--- src/rtl/mtb_pkg.sv ---
// Shared types and constants of the token bucket table.
// Used by the valid map, the bucket store and the top level; no dependencies.
package mtb_pkg;

    localparam int OPC_W      = 3;
    localparam int BUCKET_W   = 10;
    localparam int AMOUNT_W   = 16;
    localparam int RATE_W     = 16;
    localparam int STATUS_W   = 3;
    localparam int SLOT_W     = 10;
    localparam int LEVEL_W    = 32;
    localparam int MAP_WORD_W = 32;
    localparam int MAP_BIT_W  = 5;

    localparam int DEF_NUM_BUCKETS = 1024;
    localparam int DEF_LEVEL_BITS  = 32;

    typedef logic [SLOT_W-1:0]    slot_t;
    typedef logic [AMOUNT_W-1:0]  amount_t;
    typedef logic [RATE_W-1:0]    rate_t;
    typedef logic [LEVEL_W-1:0]   level_out_t;
    typedef logic [BUCKET_W-1:0]  bucket_t;
    typedef logic [MAP_BIT_W-1:0] map_bit_t;

    typedef enum logic [OPC_W-1:0] {
        OPC_TICK    = 3'd0,
        OPC_CREATE  = 3'd1,
        OPC_DESTROY = 3'd2,
        OPC_FETCH   = 3'd3,
        OPC_RETURN  = 3'd4
    } opcode_t;

    typedef enum logic [STATUS_W-1:0] {
        STAT_OK      = 3'd0,
        STAT_SHORT   = 3'd1,
        STAT_INVALID = 3'd2,
        STAT_FULL    = 3'd3,
        STAT_UNUSED  = 3'd4
    } status_t;

    typedef enum logic [1:0] {
        LVL_LOAD,
        LVL_ADD_RATE,
        LVL_ADD_AMT,
        LVL_SUB_AMT
    } lvl_op_t;

    typedef struct packed {
        logic    en;
        lvl_op_t op;
    } lvl_cmd_t;

    typedef struct packed {
        logic en;
        logic set;
    } map_wr_t;

endpackage

--- src/rtl/mtb_valid_map.sv ---
// Bitmap of live buckets, 32 buckets to a memory word, with its clearing pass
// after reset and the lowest-free-bit search over one word. Uses mtb_pkg.
module mtb_valid_map #(
    parameter int NUM_BUCKETS = mtb_pkg::DEF_NUM_BUCKETS,
    localparam int NUM_WORDS =
        (NUM_BUCKETS + mtb_pkg::MAP_WORD_W - 1) / mtb_pkg::MAP_WORD_W,
    localparam int WORD_BITS = (NUM_WORDS > 1) ? $clog2(NUM_WORDS) : 1
) (
    input  logic                   aclk,
    input  logic                   aresetn,
    output logic                   busy,
    input  logic                   rd_en,
    input  logic [WORD_BITS-1:0]   rd_word,
    input  mtb_pkg::map_bit_t      rd_bit,
    input  mtb_pkg::map_wr_t       wr,
    input  logic [WORD_BITS-1:0]   wr_word,
    input  mtb_pkg::map_bit_t      wr_bit,
    output logic                   bit_valid,
    output logic                   free_found,
    output mtb_pkg::map_bit_t      free_bit
);

    localparam int LAST_BITS = NUM_BUCKETS - (NUM_WORDS - 1) * mtb_pkg::MAP_WORD_W;
    localparam logic [mtb_pkg::MAP_WORD_W-1:0] LAST_MASK =
        (LAST_BITS == mtb_pkg::MAP_WORD_W) ? '1 :
        mtb_pkg::MAP_WORD_W'((64'd1 << LAST_BITS) - 64'd1);

    typedef logic [WORD_BITS-1:0] word_t;
    typedef logic [mtb_pkg::MAP_WORD_W-1:0] map_word_t;

    localparam word_t LAST_WORD = word_t'(NUM_WORDS - 1);

    map_word_t             map_mem [NUM_WORDS];
    map_word_t             rd_data_reg;
    word_t                 rd_word_reg;
    mtb_pkg::map_bit_t     rd_bit_reg;
    logic                  clr_busy_reg;
    word_t                 clr_cnt_reg;
    map_word_t             wr_data;
    map_word_t             free_mask;

    always_ff @(posedge aclk) begin
        if (!aresetn) begin
            clr_busy_reg <= 1'b1;
            clr_cnt_reg  <= '0;
        end else if (clr_busy_reg) begin
            if (clr_cnt_reg == LAST_WORD) begin
                clr_busy_reg <= 1'b0;
            end
            clr_cnt_reg <= clr_cnt_reg + 1'b1;
        end
    end

    always_ff @(posedge aclk) begin
        if (clr_busy_reg) begin
            map_mem[clr_cnt_reg] <= '0;
        end else if (wr.en) begin
            map_mem[wr_word] <= wr_data;
        end
        if (rd_en) begin
            rd_data_reg <= map_mem[rd_word];
            rd_word_reg <= rd_word;
            rd_bit_reg  <= rd_bit;
        end
    end

    always_comb begin
        wr_data         = rd_data_reg;
        wr_data[wr_bit] = wr.set;
    end

    always_comb begin
        free_mask  = ~rd_data_reg & ((rd_word_reg == LAST_WORD) ? LAST_MASK : '1);
        free_found = |free_mask;
        free_bit   = '0;
        for (int i = mtb_pkg::MAP_WORD_W - 1; i >= 0; i--) begin
            if (free_mask[i]) begin
                free_bit = mtb_pkg::map_bit_t'(i);
            end
        end
    end

    assign bit_valid = rd_data_reg[rd_bit_reg];
    assign busy      = clr_busy_reg;

endmodule

--- config.mk ---
export PLATFORM = sky130hd
export DESIGN_NAME = mtb_valid_map
export DESIGN_NICKNAME = d
export VERILOG_FILES = /design/src/rtl/mtb_pkg.sv /design/src/rtl/mtb_valid_map.sv
export SDC_FILE = /design/constraint.sdc
export NUM_CORES = 1
export LEC_CHECK = 0
export BUFFER_PORTS_ARGS = -buffer_cell sky130_fd_sc_hd__clkbuf_2
export CELL_PAD_IN_SITES_DETAIL_PLACEMENT = 0
export CELL_PAD_IN_SITES_GLOBAL_PLACEMENT = 1
export CORE_ASPECT_RATIO = 1.2
export CORE_MARGIN = 1
export CORE_UTILIZATION = 49
export DETAILED_ROUTE_END_ITERATION = 7
export GPL_ROUTABILITY_DRIVEN = 0
export PLACE_DENSITY_LB_ADDON = 0.15
export SLEW_MARGIN = 20
export SYNTH_ARGS = -nofsm -noshare
export SYNTH_HDL_FRONTEND = slang
export SYNTH_SLANG_ARGS = --single-unit
--- constraint.sdc ---
create_clock -name aclk -period 3.5 [get_ports aclk]
set_input_delay 0.35 -clock aclk [delete_from_list [all_inputs] [get_ports aclk]]
set_output_delay 0.35 -clock aclk [all_outputs]
set_load 0.005 [all_outputs]
==> reports/results.md <==
Detailed routing
- 2439 — DRT iter0 DRCs
- 0 — total DRC errors in the routed layout
- 6.11 — drt via density
- 22180 — number of vias in the routed layout
- 109000 µm — DRT Wirelength
- 0 — Detail Route Antenna Nets
- 30.1 µm — final routed wire length divided by cell count
- 5 — detailed-router iteration count before antenna repair

Timing
- 0.0246 ns — clock skew after layout
- 27.3% — relative max-transition margin
- 3.13 ns — final worst path period need
- false — setup repair after global routing missed its margin
- 320 MHz — top achievable clock speed
- 0 ns — Setup TNS Final
- 89.4% — final critical-path share of the clock period
- 0 — number of setup violations in the final report
- 0 — number of max-slew violations in the final report
- 1.09 ns — slew of the pin with the lowest slew margin
- 0 — Hold Vio Cnt, Final

Worst setup path
- flip-flop — Worst Setup Start Kind
- 6 — maximum fanout encountered on the critical timing path
- 3.15 ns — required time reported for the critical path endpoint
- 2.78 ns — arrival time at the worst endpoint
- 5 — depth of the worst register-to-register path
- flip-flop to primary output — Worst Path Class, Setup
- primary output — sort of element at the end of the critical path

CTS
- sky130_fd_sc_hd__clkbuf_16 — clock tree root driver cell
- 6 — hold_buf cts
- 104 — total CTS buffers
- 0.68 ns — clock latency reported for the late side of the worst-skew pair
- 1067 — clock net sink count
- 3 — maximum count of clock buffers along a single path
- 0.06 ns — clock-pin slew of the registers on the worst-case setup and hold paths
- 0 — count of instances resized after the clock tree is built
- built — TritonCTS clock tree
- 3 — htree depth
- 0 — Setup Buffers After CTS

Logic synthesis
- 75.8% — share of synthesized area occupied by flip-flops and latches
- sky130_fd_sc_hd__edfxtp_1 76%, sky130_fd_sc_hd__mux4_2 7.2%, sky130_fd_sc_hd__mux2i_1 6.4% — most area-consuming cells after synthesis
- sky130_fd_sc_hd__edfxtp_1 — cell accounting for the most synthesized area
- 2294 — Syn Nets
- 18.6 µm² — Mapped Avg Cell Area
- 49 — number of different library cells in the post-synthesis netlist
- 2267 — number of standard cells after synthesis
- sky130_fd_sc_hd__edfxtp_1 — Main synth FF type
- sky130_fd_sc_hd__edfxtp_1 — most frequently used cell type in the post-synthesis netlist
- 1061 — number of synthesized flops with an enable pin
- 0 — Synthesis Warnings
- 1061 x sky130_fd_sc_hd__edfxtp_1, 270 x sky130_fd_sc_hd__mux2i_1, 135 x sky130_fd_sc_hd__mux4_2 — most common library cells after synthesis
- 1067 — number of register bits inferred by synthesis
- 0.0422 mm² — summed instance area of the synthesized netlist
- 75.5% — area share of the largest cell type after synthesis
- 0% — Synth async-reset ratio

Global route
- 0 — residual overflow from global routing
- 157000 µm — global-route wire length before repair
- 25.3% — aggregate global-route resource usage
- 9 — initial antenna violation count
- 22358 — via count of the first global-routing pass
- 50 — maximum number of pins on one net before global-route repair

Floorplanning
- 117 — std cell rows
- 49.6% — initial core utilization
- 33 — I/O Pins
- 323 µm — Die Height
- 270 µm — floorplan die width
- 0.0873 mm² — die area
- 0.0851 mm² — placeable core region

Placed design
- 65400 µm — detailed placement HPWL
- 32 — PortBufs

Pwr
- 16.9 nW — Leakage
- 549 mW/mm² — P per Cell Area
- 0.363 mV — worst supply voltage drop on vdd

Finish
- 2437 — layout net count
- 56.8% — utilization of the core after routing
- 21.4% — fraction of layout cells with a size suffix above 1
- 14.5% — Area growth, synth to finish
- 1024 — max reg flops

Hold path
- primary input to flip-flop — worst hold-check path type
- 3 — hold depth

Run
- 0 — reported max-cap violation count

Run status
- complete, no violations — result of the run

## cells in the final DEF, fill, tap and decap left out, drive strengths merged, types with 3 or more instances in the layout
master and instances:
nand2b 7, bufinv 12, nor2b 70, buf 125, clkinvlp 3, nand4 46
clkbuf 158, dfxtp 6, inv 16, nor3 9, nor3b 4, a21oi 125
dlygate4sd3 6, nand2 82, a22oi 96, mux2 3, o2111ai 3, edfxtp 1061
clkinv 42, o21ai 27, and2 4, mux4 135, a31oi 9, diode 5
mux2i 270, nor2 68, nand3b 9, nand3 77
## report_power, final
part / internal, mW / total (mW) / switching [mW] / leakage, nW
clock network: 6.41 / 11.2 / 4.77 / 1.65
logic: 0.429 / 1.17 / 0.740 / 4.36
registers: 14.1 / 14.2 / 0.139 / 10.9
total: 20.9 / 26.5 / 5.65 / 16.9
## worst max-delay path, stage by stage, from the launching register on
cell and delay, ns:
sky130_fd_sc_hd__edfxtp_1 0.67, sky130_fd_sc_hd__nand4_1 0.17, sky130_fd_sc_hd__or3_1 0.49, sky130_fd_sc_hd__nor4_1 0.55, sky130_fd_sc_hd__clkbuf_2 0.21
## cell families after synthesis
family,synth area share [%]
AND/OR/NAND/NOR,4.63
adder cells (fa/ha/maj),0.0593
buffers and inverters,1.66
AO/OA/AOI/OAI,4.08
multiplexers,13.7
XOR/XNOR,0.0623
flip-flops,75.8
## routing by layer
| metal | GRT usage [%] | up-vias | routed length (µm) | part of all wire, % |
|---|---|---|---|---|
| li1 | - | 9477 | - | - |
| met1 | 34.1 | 11671 | 45100 | 41 |
| met2 | 41.9 | 835 | 53600 | 49 |
| met3 | 3.73 | 193 | 6890 | 6.3 |
| met4 | 9.76 | 4 | 3620 | 3.3 |
| met5 | 0 | - | 21 | 0.019 |
## area by class of cell
cell class / count / area, µm²
fill: 6370 / 36800
sequential: 1067 / 32000
multi-input combinational: 1067 / 9930
clock buffer: 128 / 2710
timing repair buffer: 161 / 1560
tap: 1130 / 1410
clock inverter: 64 / 656
inverter: 9 / 33.8
antenna: 5 / 12.5
## final timing paths
kind                                             startpoint                           to  slack, ns
worst max-delay path               rd_data_reg[3]$_DFFE_PP_                  free_bit[4]       0.37
worst max register to register              busy$_SDFF_PN1_    map_mem[28][14]$_DFFE_PP_       0.86
worst min-delay path                              wr_bit[3]     map_mem[20][9]$_DFFE_PP_       0.27
worst min register to register  clr_cnt_reg[4]$_SDFFE_PN0P_  clr_cnt_reg[4]$_SDFFE_PN0P_       0.60
## per-stage QoR
step                cell area, µm²  total power, mW  instances  setup slack (ns)  hold WS [ns]
floorplan                    42200             15.1       2267             0.494         0.426
global placement             44900             15.6       3428             0.777         0.533
detailed placement           44900             15.6       3428             0.759         0.533
CTS                          48300             26.7       3626             0.387         0.219
global route                 48300             27.2       3630             0.290         0.270
finish                       48300             26.5       3631             0.373         0.265
(Power assumes the default switching activity.)
